`config.mk`:
```
export PLATFORM = sky130hd
export DESIGN_NAME = md5_message_digest
export DESIGN_NICKNAME = d
export VERILOG_FILES = /design/src/rtl/md5_pkg.sv /design/src/rtl/md5_ctrl.sv /design/src/rtl/md5_datapath.sv /design/src/rtl/md5_out.sv /design/src/rtl/md5_message_digest.sv
export VERILOG_INCLUDE_DIRS = /design/src /design/src/rtl
export SDC_FILE = /design/constraint.sdc
export NUM_CORES = 2
export LEC_CHECK = 0
export BUFFER_PORTS_ARGS = -buffer_cell sky130_fd_sc_hd__buf_2
export CAP_MARGIN = 20
export CORE_MARGIN = 1
export CORE_UTILIZATION = 50
export DETAILED_ROUTE_END_ITERATION = 8
export PLACE_DENSITY = 0.76
export SETUP_SLACK_MARGIN = 0.4
export SYNTH_ARGS = -nofsm -noshare
export SYNTH_HDL_FRONTEND = slang
export SYNTH_SLANG_ARGS = --single-unit
```
`constraint.sdc`:
```
create_clock -name clock -period 9 [get_ports clock]
set_input_delay 0.9 -clock clock [delete_from_list [all_inputs] [get_ports clock]]
set_output_delay 0.9 -clock clock [all_outputs]
set_load 0.03 [all_outputs]
```
`src/rtl/md5_message_digest_assert.svh`:
```
// Assertion macros shared by the message digest modules.
`ifndef MD5_MESSAGE_DIGEST_ASSERT_SVH
`define MD5_MESSAGE_DIGEST_ASSERT_SVH

// Same-cycle implication, disabled while reset is high.
`define MD5_ASSERT_IMP(label, clk, rst, ante, cons, msg) \
   label: assert property (@(posedge clk) disable iff (rst) (ante) |-> (cons)) else $error(msg);

// Next-cycle implication, disabled while reset is high.
`define MD5_ASSERT_NEXT(label, clk, rst, ante, cons, msg) \
   label: assert property (@(posedge clk) disable iff (rst) (ante) |=> (cons)) else $error(msg);

`endif

```
`src/rtl/md5_pkg.sv`:
```
// Types, constants and round tables shared by the message digest modules.
package md5_pkg;

   // Kinds of input transfer.
   localparam logic REQ_ABSORB = 1'b0;
   localparam logic REQ_FINISH = 1'b1;

   // Round function groups, selected by the top two bits of the round number.
   localparam logic [1:0] PH_F = 2'd0;
   localparam logic [1:0] PH_G = 2'd1;
   localparam logic [1:0] PH_H = 2'd2;
   localparam logic [1:0] PH_I = 2'd3;

   localparam int unsigned CHAIN_WORDS = 4;
   localparam int unsigned BLOCK_WORDS = 16;
   localparam int unsigned LEN_WORD_LO = 14;
   localparam int unsigned LEN_WORD_HI = 15;

   localparam logic [5:0] BLOCK_LAST_POS = 6'd63;
   localparam logic [5:0] PAD_LIMIT      = 6'd55;
   localparam logic [5:0] ROUND_LAST     = 6'd63;
   localparam logic [7:0] PAD_MARK       = 8'h80;

   typedef logic [CHAIN_WORDS-1:0][31:0] md5_chain_type;

   localparam md5_chain_type CHAIN_INIT = {
      32'h10325476, 32'h98badcfe, 32'hefcdab89, 32'h67452301};

   // Additive constant of each round.
   localparam logic [31:0] ROUND_K [64] = '{
      32'hd76aa478, 32'he8c7b756, 32'h242070db, 32'hc1bdceee,
      32'hf57c0faf, 32'h4787c62a, 32'ha8304613, 32'hfd469501,
      32'h698098d8, 32'h8b44f7af, 32'hffff5bb1, 32'h895cd7be,
      32'h6b901122, 32'hfd987193, 32'ha679438e, 32'h49b40821,
      32'hf61e2562, 32'hc040b340, 32'h265e5a51, 32'he9b6c7aa,
      32'hd62f105d, 32'h02441453, 32'hd8a1e681, 32'he7d3fbc8,
      32'h21e1cde6, 32'hc33707d6, 32'hf4d50d87, 32'h455a14ed,
      32'ha9e3e905, 32'hfcefa3f8, 32'h676f02d9, 32'h8d2a4c8a,
      32'hfffa3942, 32'h8771f681, 32'h6d9d6122, 32'hfde5380c,
      32'ha4beea44, 32'h4bdecfa9, 32'hf6bb4b60, 32'hbebfbc70,
      32'h289b7ec6, 32'heaa127fa, 32'hd4ef3085, 32'h04881d05,
      32'hd9d4d039, 32'he6db99e5, 32'h1fa27cf8, 32'hc4ac5665,
      32'hf4292244, 32'h432aff97, 32'hab9423a7, 32'hfc93a039,
      32'h655b59c3, 32'h8f0ccc92, 32'hffeff47d, 32'h85845dd1,
      32'h6fa87e4f, 32'hfe2ce6e0, 32'ha3014314, 32'h4e0811a1,
      32'hf7537e82, 32'hbd3af235, 32'h2ad7d2bb, 32'heb86d391};

   // Left rotate amounts, indexed by function group and the low two round bits.
   localparam logic [4:0] ROT_AMT [16] = '{
      5'd7, 5'd12, 5'd17, 5'd22,
      5'd5, 5'd9,  5'd14, 5'd20,
      5'd4, 5'd11, 5'd16, 5'd23,
      5'd6, 5'd10, 5'd15, 5'd21};

   // Datapath commands issued by the controller.
   typedef struct packed {
      logic absorb;
      logic pad;
      logic clear;
      logic len;
      logic load;
      logic step;
      logic add;
      logic restart;
   } md5_cmd_type;

   // Datapath status seen by the controller.
   typedef struct packed {
      logic pos_last;
      logic pos_long;
      logic rnd_last;
   } md5_stat_type;

   // Message word used in a given round.
   function automatic logic [3:0] msg_sel(input logic [5:0] rnd);
      logic [3:0] rl;
      logic [3:0] sel;
      rl = rnd[3:0];
      case (rnd[5:4])
         PH_F:    sel = rl;
         PH_G:    sel = rl * 4'd5 + 4'd1;
         PH_H:    sel = rl * 4'd3 + 4'd5;
         default: sel = rl * 4'd7;
      endcase
      return sel;
   endfunction

   // Rotate a word left by 0 to 31 places.
   function automatic logic [31:0] rotl32(input logic [31:0] v, input logic [4:0] s);
      logic [63:0] dbl;
      dbl = {v, v} << s;
      return dbl[63:32];
   endfunction

endpackage

```
`src/rtl/md5_ctrl.sv`:
```
// Controller state machine: sequences absorb, padding, compression and digest output.
module md5_ctrl
   import md5_pkg::*;
(
   input  logic         clock,
   input  logic         reset,
   input  logic         req_tvalid,
   input  logic         req_type,
   output logic         req_tready,
   input  md5_stat_type stat,
   input  logic         out_busy,
   output md5_cmd_type  cmd,
   output logic         out_load
);

   typedef enum logic [2:0] {
      ST_IDLE,
      ST_LEN,
      ST_LOAD,
      ST_RUN,
      ST_ADD,
      ST_CLEAR,
      ST_EMIT
   } state_type;

   // What follows the compression that is running.
   typedef enum logic [1:0] {
      MODE_BYTE,
      MODE_SPILL,
      MODE_FINAL
   } mode_type;

   state_type state_ff, state_in;
   mode_type  mode_ff, mode_in;
   logic      accept;

   // Items are taken only between compressions.
   assign req_tready = (state_ff == ST_IDLE);
   assign accept     = req_tvalid && req_tready;

   // Next state and command decode.
   always_comb begin
      state_in = state_ff;
      mode_in  = mode_ff;
      cmd      = '0;
      out_load = 1'b0;
      unique case (state_ff)
         ST_IDLE: begin
            if (accept) begin
               if (req_type == REQ_ABSORB) begin
                  cmd.absorb = 1'b1;
                  if (stat.pos_last) begin
                     mode_in  = MODE_BYTE;
                     state_in = ST_LOAD;
                  end
               end else begin
                  cmd.pad = 1'b1;
                  if (stat.pos_long) begin
                     // The length does not fit; compress the padded block first.
                     mode_in  = MODE_SPILL;
                     state_in = ST_LOAD;
                  end else begin
                     state_in = ST_LEN;
                  end
               end
            end
         end
         ST_LEN: begin
            cmd.len  = 1'b1;
            mode_in  = MODE_FINAL;
            state_in = ST_LOAD;
         end
         ST_LOAD: begin
            cmd.load = 1'b1;
            state_in = ST_RUN;
         end
         ST_RUN: begin
            cmd.step = 1'b1;
            if (stat.rnd_last) begin
               state_in = ST_ADD;
            end
         end
         ST_ADD: begin
            cmd.add = 1'b1;
            unique case (mode_ff)
               MODE_BYTE:  state_in = ST_IDLE;
               MODE_SPILL: state_in = ST_CLEAR;
               MODE_FINAL: state_in = ST_EMIT;
               default:    state_in = ST_IDLE;
            endcase
         end
         ST_CLEAR: begin
            cmd.clear = 1'b1;
            state_in  = ST_LEN;
         end
         ST_EMIT: begin
            // Hand the digest over once the previous one has drained.
            if (!out_busy) begin
               out_load    = 1'b1;
               cmd.restart = 1'b1;
               state_in    = ST_IDLE;
            end
         end
         default: begin
            state_in = ST_IDLE;
         end
      endcase
   end

   // State and mode registers.
   always_ff @(posedge clock) begin
      if (reset) begin
         state_ff <= ST_IDLE;
         mode_ff  <= MODE_BYTE;
      end else begin
         state_ff <= state_in;
         mode_ff  <= mode_in;
      end
   end

`include "md5_message_digest_assert.svh"

   `MD5_ASSERT_IMP(a_load_when_free, clock, reset, out_load, !out_busy, "digest loaded while output busy")
   `MD5_ASSERT_NEXT(a_run_ends_in_add, clock, reset, state_ff == ST_RUN && stat.rnd_last, state_ff == ST_ADD, "last round not followed by chain add")
   `MD5_ASSERT_IMP(a_clear_after_spill, clock, reset, state_ff == ST_CLEAR, mode_ff == MODE_SPILL, "block cleared outside a spilled finish")

endmodule

```
`src/rtl/md5_datapath.sv`:
```
// Datapath: block buffer, bit count, chaining words and the one-round-per-cycle unit.
module md5_datapath
   import md5_pkg::*;
(
   input  logic          clock,
   input  logic          reset,
   input  md5_cmd_type   cmd,
   input  logic [7:0]    data_byte,
   output md5_stat_type  stat,
   output md5_chain_type chain
);

   logic [BLOCK_WORDS-1:0][31:0] blk_ff, blk_in;
   md5_chain_type                chain_ff, chain_in;
   logic [63:0]                  count_ff, count_in;
   logic [31:0]                  a_ff, a_in, b_ff, b_in, c_ff, c_in, d_ff, d_in;
   logic [31:0]                  t_ff, t_in;
   logic [5:0]                   rnd_ff, rnd_in;
   logic [5:0]                   pos;
   logic [5:0]                   rnd_nx;
   logic [31:0]                  f;
   logic [31:0]                  sum;
   logic [31:0]                  nb;

   // Byte position in the block is bits 3 to 8 of the bit count.
   assign pos    = count_ff[8:3];
   assign rnd_nx = rnd_ff + 6'd1;

   assign stat.pos_last = (pos == BLOCK_LAST_POS);
   assign stat.pos_long = (pos > PAD_LIMIT);
   assign stat.rnd_last = (rnd_ff == ROUND_LAST);
   assign chain         = chain_ff;

   // Round function of the current group.
   always_comb begin
      case (rnd_ff[5:4])
         PH_F:    f = d_ff ^ (b_ff & (c_ff ^ d_ff));
         PH_G:    f = c_ff ^ (d_ff & (b_ff ^ c_ff));
         PH_H:    f = b_ff ^ c_ff ^ d_ff;
         default: f = c_ff ^ (b_ff | ~d_ff);
      endcase
   end

   // One round: the constant plus message word comes prefetched in t_ff.
   assign sum = a_ff + f + t_ff;
   assign nb  = b_ff + rotl32(sum, ROT_AMT[{rnd_ff[5:4], rnd_ff[1:0]}]);

   // Next values of all datapath registers.
   always_comb begin
      blk_in   = blk_ff;
      chain_in = chain_ff;
      count_in = count_ff;
      a_in     = a_ff;
      b_in     = b_ff;
      c_in     = c_ff;
      d_in     = d_ff;
      t_in     = t_ff;
      rnd_in   = rnd_ff;

      // Pack a message byte little-endian into its word.
      if (cmd.absorb) begin
         blk_in[pos[5:2]][{pos[1:0], 3'b000} +: 8] = data_byte;
         count_in = count_ff + 64'd8;
      end

      // Mark byte, then zeros up to the end of the block.
      if (cmd.pad) begin
         for (int w = 0; w < BLOCK_WORDS; w++) begin
            for (int j = 0; j < 4; j++) begin
               if (6'(w * 4 + j) == pos) begin
                  blk_in[w][j*8 +: 8] = PAD_MARK;
               end else if (6'(w * 4 + j) > pos) begin
                  blk_in[w][j*8 +: 8] = 8'h00;
               end
            end
         end
      end

      // Fresh all-zero block below the length words.
      if (cmd.clear) begin
         for (int w = 0; w < LEN_WORD_LO; w++) begin
            blk_in[w] = 32'h0;
         end
      end

      // Message length in bits, low word first.
      if (cmd.len) begin
         blk_in[LEN_WORD_LO] = count_ff[31:0];
         blk_in[LEN_WORD_HI] = count_ff[63:32];
      end

      // Start of a compression.
      if (cmd.load) begin
         a_in   = chain_ff[0];
         b_in   = chain_ff[1];
         c_in   = chain_ff[2];
         d_in   = chain_ff[3];
         rnd_in = 6'd0;
         t_in   = ROUND_K[0] + blk_ff[msg_sel(6'd0)];
      end

      // One round, and the prefetch for the next one.
      if (cmd.step) begin
         a_in   = d_ff;
         b_in   = nb;
         c_in   = b_ff;
         d_in   = c_ff;
         rnd_in = rnd_nx;
         t_in   = ROUND_K[rnd_nx] + blk_ff[msg_sel(rnd_nx)];
      end

      // Feed-forward into the chaining words.
      if (cmd.add) begin
         chain_in[0] = chain_ff[0] + a_ff;
         chain_in[1] = chain_ff[1] + b_ff;
         chain_in[2] = chain_ff[2] + c_ff;
         chain_in[3] = chain_ff[3] + d_ff;
      end

      // Back to the initial state for the next message.
      if (cmd.restart) begin
         chain_in = CHAIN_INIT;
         count_in = 64'd0;
      end
   end

   // Control and chaining state.
   always_ff @(posedge clock) begin
      if (reset) begin
         chain_ff <= CHAIN_INIT;
         count_ff <= 64'd0;
         rnd_ff   <= 6'd0;
      end else begin
         chain_ff <= chain_in;
         count_ff <= count_in;
         rnd_ff   <= rnd_in;
      end
   end

   // Block buffer and round working registers.
   always_ff @(posedge clock) begin
      blk_ff <= blk_in;
      a_ff   <= a_in;
      b_ff   <= b_in;
      c_ff   <= c_in;
      d_ff   <= d_in;
      t_ff   <= t_in;
   end

endmodule

```
`src/rtl/md5_out.sv`:
```
// Output stage: holds one digest and hands it out as four word transfers.
module md5_out
   import md5_pkg::*;
(
   input  logic          clock,
   input  logic          reset,
   input  logic          load,
   input  md5_chain_type digest,
   output logic          busy,
   output logic          rsp_tvalid,
   input  logic          rsp_tready,
   output logic [31:0]   rsp_tdata,
   output logic [1:0]    rsp_tuser,
   output logic          rsp_tlast
);

   md5_chain_type words_ff, words_in;
   logic [1:0]    idx_ff, idx_in;
   logic          valid_ff, valid_in;

   assign busy       = valid_ff;
   assign rsp_tvalid = valid_ff;
   assign rsp_tdata  = words_ff[idx_ff];
   assign rsp_tuser  = idx_ff;
   assign rsp_tlast  = (idx_ff == 2'(CHAIN_WORDS - 1));

   // Load a digest, then step through its words one transfer at a time.
   always_comb begin
      words_in = words_ff;
      idx_in   = idx_ff;
      valid_in = valid_ff;
      if (load) begin
         words_in = digest;
         idx_in   = 2'd0;
         valid_in = 1'b1;
      end else if (valid_ff && rsp_tready) begin
         idx_in = idx_ff + 2'd1;
         if (rsp_tlast) begin
            valid_in = 1'b0;
         end
      end
   end

   // Control registers.
   always_ff @(posedge clock) begin
      if (reset) begin
         idx_ff   <= 2'd0;
         valid_ff <= 1'b0;
      end else begin
         idx_ff   <= idx_in;
         valid_ff <= valid_in;
      end
   end

   // Digest words.
   always_ff @(posedge clock) begin
      words_ff <= words_in;
   end

`include "md5_message_digest_assert.svh"

   `MD5_ASSERT_NEXT(a_load_starts_at_zero, clock, reset, load, rsp_tvalid && rsp_tuser == 2'd0, "digest output does not start at word zero")

endmodule

```
`src/rtl/md5_message_digest.sv`:
```
// Absorb: bytes are taken while idle; every 64th byte stalls the input for a compression (load, 64 rounds, add).
// The compression unit runs one round per cycle.
// Finish: the padded block with the length is compressed, after an extra block when the tail
// holds more than 55 bytes; the four words then leave on consecutive ready cycles.
// Reset: chaining words to their initial values, bit count zero, output empty;
// the block buffer is not cleared.
module md5_message_digest
   import md5_pkg::*;
(
   input  logic        clock,
   input  logic        reset,
   input  logic        req_tvalid,
   output logic        req_tready,
   input  logic [7:0]  req_tdata,   // [7:0] data_byte
   input  logic [0:0]  req_tuser,   // [0] req_type
   output logic        rsp_tvalid,
   input  logic        rsp_tready,
   output logic [31:0] rsp_tdata,   // [31:0] digest_word
   output logic [1:0]  rsp_tuser,   // [1:0] word_index
   output logic        rsp_tlast    // last_word
);

   md5_cmd_type   cmd;
   md5_stat_type  stat;
   md5_chain_type chain;
   logic          out_load;
   logic          out_busy;

   // Sequencer.
   md5_ctrl u_ctrl (
      .clock      (clock),
      .reset      (reset),
      .req_tvalid (req_tvalid),
      .req_type   (req_tuser[0]),
      .req_tready (req_tready),
      .stat       (stat),
      .out_busy   (out_busy),
      .cmd        (cmd),
      .out_load   (out_load)
   );

   // Block buffer, count and compression unit.
   md5_datapath u_datapath (
      .clock     (clock),
      .reset     (reset),
      .cmd       (cmd),
      .data_byte (req_tdata),
      .stat      (stat),
      .chain     (chain)
   );

   // Digest output register.
   md5_out u_out (
      .clock      (clock),
      .reset      (reset),
      .load       (out_load),
      .digest     (chain),
      .busy       (out_busy),
      .rsp_tvalid (rsp_tvalid),
      .rsp_tready (rsp_tready),
      .rsp_tdata  (rsp_tdata),
      .rsp_tuser  (rsp_tuser),
      .rsp_tlast  (rsp_tlast)
   );

endmodule

```
==> results.cfg <==
[placement]
place_worst_setup_slack_ns = 0.3409
place.gp.congestion = 1.027
hpwl_dp_mm = 151.8
placedInstanceArea_um2 = 63760
dpl.cell_count = 8855
port_buffers = 49

[setup_path]
critical_path_class = reg -> reg
crit_path_frequent_cell = a21oi_1
crit_path_start_kind = flip-flop
r2r_start = u_datapath.rnd_ff[4]$_SDFFE_PP0P_
crit_path_top_delay_cell = fa_1
cp.required_ns = 9.59
worst-r2r-setup-slack_ns = 0.79
worst_r2r_endpoint = u_datapath.b_ff[31]$_DFFE_PP_
timing.critical_path.arrival_ns = 8.80
worstSetupEndpointType = flip-flop
critical_path.max_stage_delay_ns = 0.56
reg2regPathDepth = 33
crit_fanout = 9

[detailed_routing]
route.detailed.drc = 0
drt-pass1-iter-count = 8
wl_mm = 212.5
number_of_drc_violations_after_detailed_routing_iteration_0 = 7306
final_antenna_net_count = 0
detail_route.wl_per_cell_um = 23.41
avgViaCountPerCell = 6.356
routed-via-count = 57690

[sta]
hold_slack_ns = 0.4319
tightestPinTransition_ns = 1.292
final.period_utilization = 0.9120
achievable-frequency_ghz = 0.1218
finClkSkew_ns = 0.04835
fin_crit_ns = 8.208
finalHoldViolCount = 0
final_worst_setup_slack_ns = 0.7920
setup_tns_ns = 0
slew_headroom = 0.1326
final-max-slew-violation-count = 0
rsz0062_at_grt = no
endpoints_failing_setup = 0

[min_path]
timing.hold.worst_path_depth = 3
hold_path_startpoint = rsp_tready
hp-class = in -> reg
hold_end = u_out.rsp_tuser[1]$_SDFFE_PP0P_

[synth]
post_synth_num_cell_types = 113
ys.flop_type = dfxtp_1
synth_cells = 7511
synth.cell_area_um2 = 62130
synth.area.top_cells = dfxtp_1 (23%), edfxtp_1 (14%), a21oi_1 (7.8%)
synth_seq_area_share = 0.3709
synth_nets = 7817
syn_area_per_cell_um2 = 8.272
number_of_enable_type_register_cells_in_the_synthesized_netlist = 296
post-synth-top-area-fraction = 0.2278
yosys_register_bits = 1003
ys_async_sr_fraction = 0
yosysWarnings = 0
synth_top_cell_by_area = dfxtp_1

[cts]
cts_sinks = 1003
max-clock-path-buffers = 3
clk-insertion-delay-late_ns = 0.78
clk_root_buffer_cell = clkbuf_16
cts_made_buffers = 107
clkTransAtPathRegs_ns = 0.06
h-tree-depth = 3
tritoncts_clock_tree = done

[pwr]
leakage_uw = 0.02688
pwr_density_cell_nw_per_um2 = 178.8
irDropWorstVdd_mv = 0.1591

[global_routing]
antenna_found_initial = 6
grt_overall_usage = 0.3270
grt_max_degree = 94
grt_pass1_vias = 53040
gr-total-overflow = 0
wire_length_of_the_first_global_routing_pass_mm = 320.7

[floorplan]
die_h_um = 354.5
io_pins = 50
initial_utilization = 0.5071
placementRows = 128
die_width_um = 354.5
floorplan.die_area_um2 = 125700
core_um2 = 122500

[final_layout]
final-instance-count-excl-fill = 9077
finish.net_count = 7663
most-common-layout-cells = nor2_1 (1246), nand2_1 (981), a21oi_1 (965)
drive_above_1_share = 0.09046
final_area_um2 = 67830
area_growth_from_synthesis_to_layout_pct = 9.181
layout.cells.most_common = nor2_1
filler_cell_count = 10980

[flow_run]
max-cap-violations = 0

[status]
outcome = complete, no violations
## state kept, by name (all words and copies together) (netlist names)
signal	cells
u_datapath.count_ff	61
u_datapath.d_ff	32
u_datapath.a_ff	32
u_datapath.rnd_ff	6
u_datapath.b_ff	32
u_ctrl.state_ff	3
u_out.rsp_tuser	2
u_datapath.blk_ff	512
u_ctrl.mode_ff	2
u_datapath.t_ff	32
u_out.words_ff	128
u_out.busy	1
u_datapath.c_ff	32
u_datapath.chain	128
## kinds of logic (layout without fill, tap and decap cells)
logic type	Yosys count	count (layout)	share of synthesized area
flip-flops	1003	1003	0.3709
XOR/XNOR	297	297	0.04257
adder cells (fa/ha/maj)	323	323	0.06879
multiplexers	297	297	0.08162
AND/OR/NAND/NOR	2759	2759	0.1847
buffers and inverters	695	635	0.04412
other	0	1	0
AO/OA/AOI/OAI	2137	2137	0.2073
## metal layers
layer / vias to the layer above / global-route usage / part of all wire
met2: 3171 / 0.4953 / 0.44
met3: 492 / 0.06334 / 0.11
met5: - / 0 / 0.00020
met4: 8 / 0.1282 / 0.038
met1: 27700 / 0.4589 / 0.42
li1: 26320 / - / -
## power by group
part / switching, uW / total (uW) / internal (uW)
Combinational: 1690 / 2630 / 942
Sequential: 93.3 / 4820 / 4720
Clock: 2020 / 4680 / 2670
## cell usage after synthesis (99+ instances only)
| cell type | n |
|---|---|
| clkbuf_1 | 360 |
| xor2_1 | 145 |
| nor2_1 | 1250 |
| mux2i_1 | 108 |
| dfxtp_1 | 707 |
| nand3_1 | 144 |
| a21o_1 | 99 |
| mux4_2 | 165 |
| o21ai_0 | 400 |
| xnor2_1 | 147 |
| a21oi_1 | 968 |
| inv_1 | 239 |
| nand2_1 | 982 |
| ha_1 | 252 |
| edfxtp_1 | 296 |
## critical path, delay by kind of cell (launching register included)
family / cells / cell delay [ns]
compound gates: 21 / 4.45
xor+xnor: 2 / 0.51
fa+ha+maj: 3 / 1.37
buf+inv: 4 / 0.64
flops: 1 / 0.48
mux: 1 / 0.27
simple gates: 2 / 0.32
## cell type report
cell class | instances | area, um^2 | share of cell area
Tap cell | 1625 | 2033 | 0.02997
Inverter | 243 | 917.1 | 0.01352
Timing Repair Buffer | 189 | 1423 | 0.02097
Clock buffer | 137 | 2963 | 0.04368
Multi-Input combinational cell | 5813 | 36670 | 0.5406
Sequential cell | 1003 | 23050 | 0.3399
Antenna cell | 1 | 2.502 | 0.00003689
Clock inverter | 66 | 768.2 | 0.01133
## worst max path at each step
stage | to | slack [ns] | startpoint | cells after the start
2_1_floorplan | u_datapath.b_ff[28]$_DFFE_PP_ | 0.98 | u_datapath.rnd_ff[4]$_SDFFE_PP0P_ | 36
3_3_place_gp | u_datapath.b_ff[28]$_DFFE_PP_ | 0.49 | u_datapath.rnd_ff[4]$_SDFFE_PP0P_ | 33
3_5_place_dp | u_datapath.b_ff[28]$_DFFE_PP_ | 0.34 | u_datapath.rnd_ff[4]$_SDFFE_PP0P_ | 33
4_1_cts | u_datapath.b_ff[28]$_DFFE_PP_ | 0.40 | u_datapath.rnd_ff[4]$_SDFFE_PP0P_ | 33
5_1_grt | u_datapath.b_ff[28]$_DFFE_PP_ | 0.32 | u_datapath.rnd_ff[4]$_SDFFE_PP0P_ | 35
6_report | u_datapath.b_ff[31]$_DFFE_PP_ | 0.79 | u_datapath.rnd_ff[4]$_SDFFE_PP0P_ | 33
## metrics by stage
| stage | util | power, uW |
|---|---|---|
| after floorplan | - | 6632 |
| after global placement | 0.5203 | 7359 |
| after detailed placement | 0.5204 | 7395 |
| after CTS | 0.5510 | 12030 |
| after global routing | 0.5536 | 12540 |
| final | 0.5537 | 12130 |
## what timing repair did
action                                  4_1_cts  5_1_grt
pin swaps                                     0        6
hold endpoints to repair                      0        0
buffers inserted                              0       13
hold buffers                                  0        0
gates resized for setup                       2       35
endpoints found under the setup margin        2       11
gates cloned                                  0        0
Note: power is estimated with default switching activity, not from simulation.
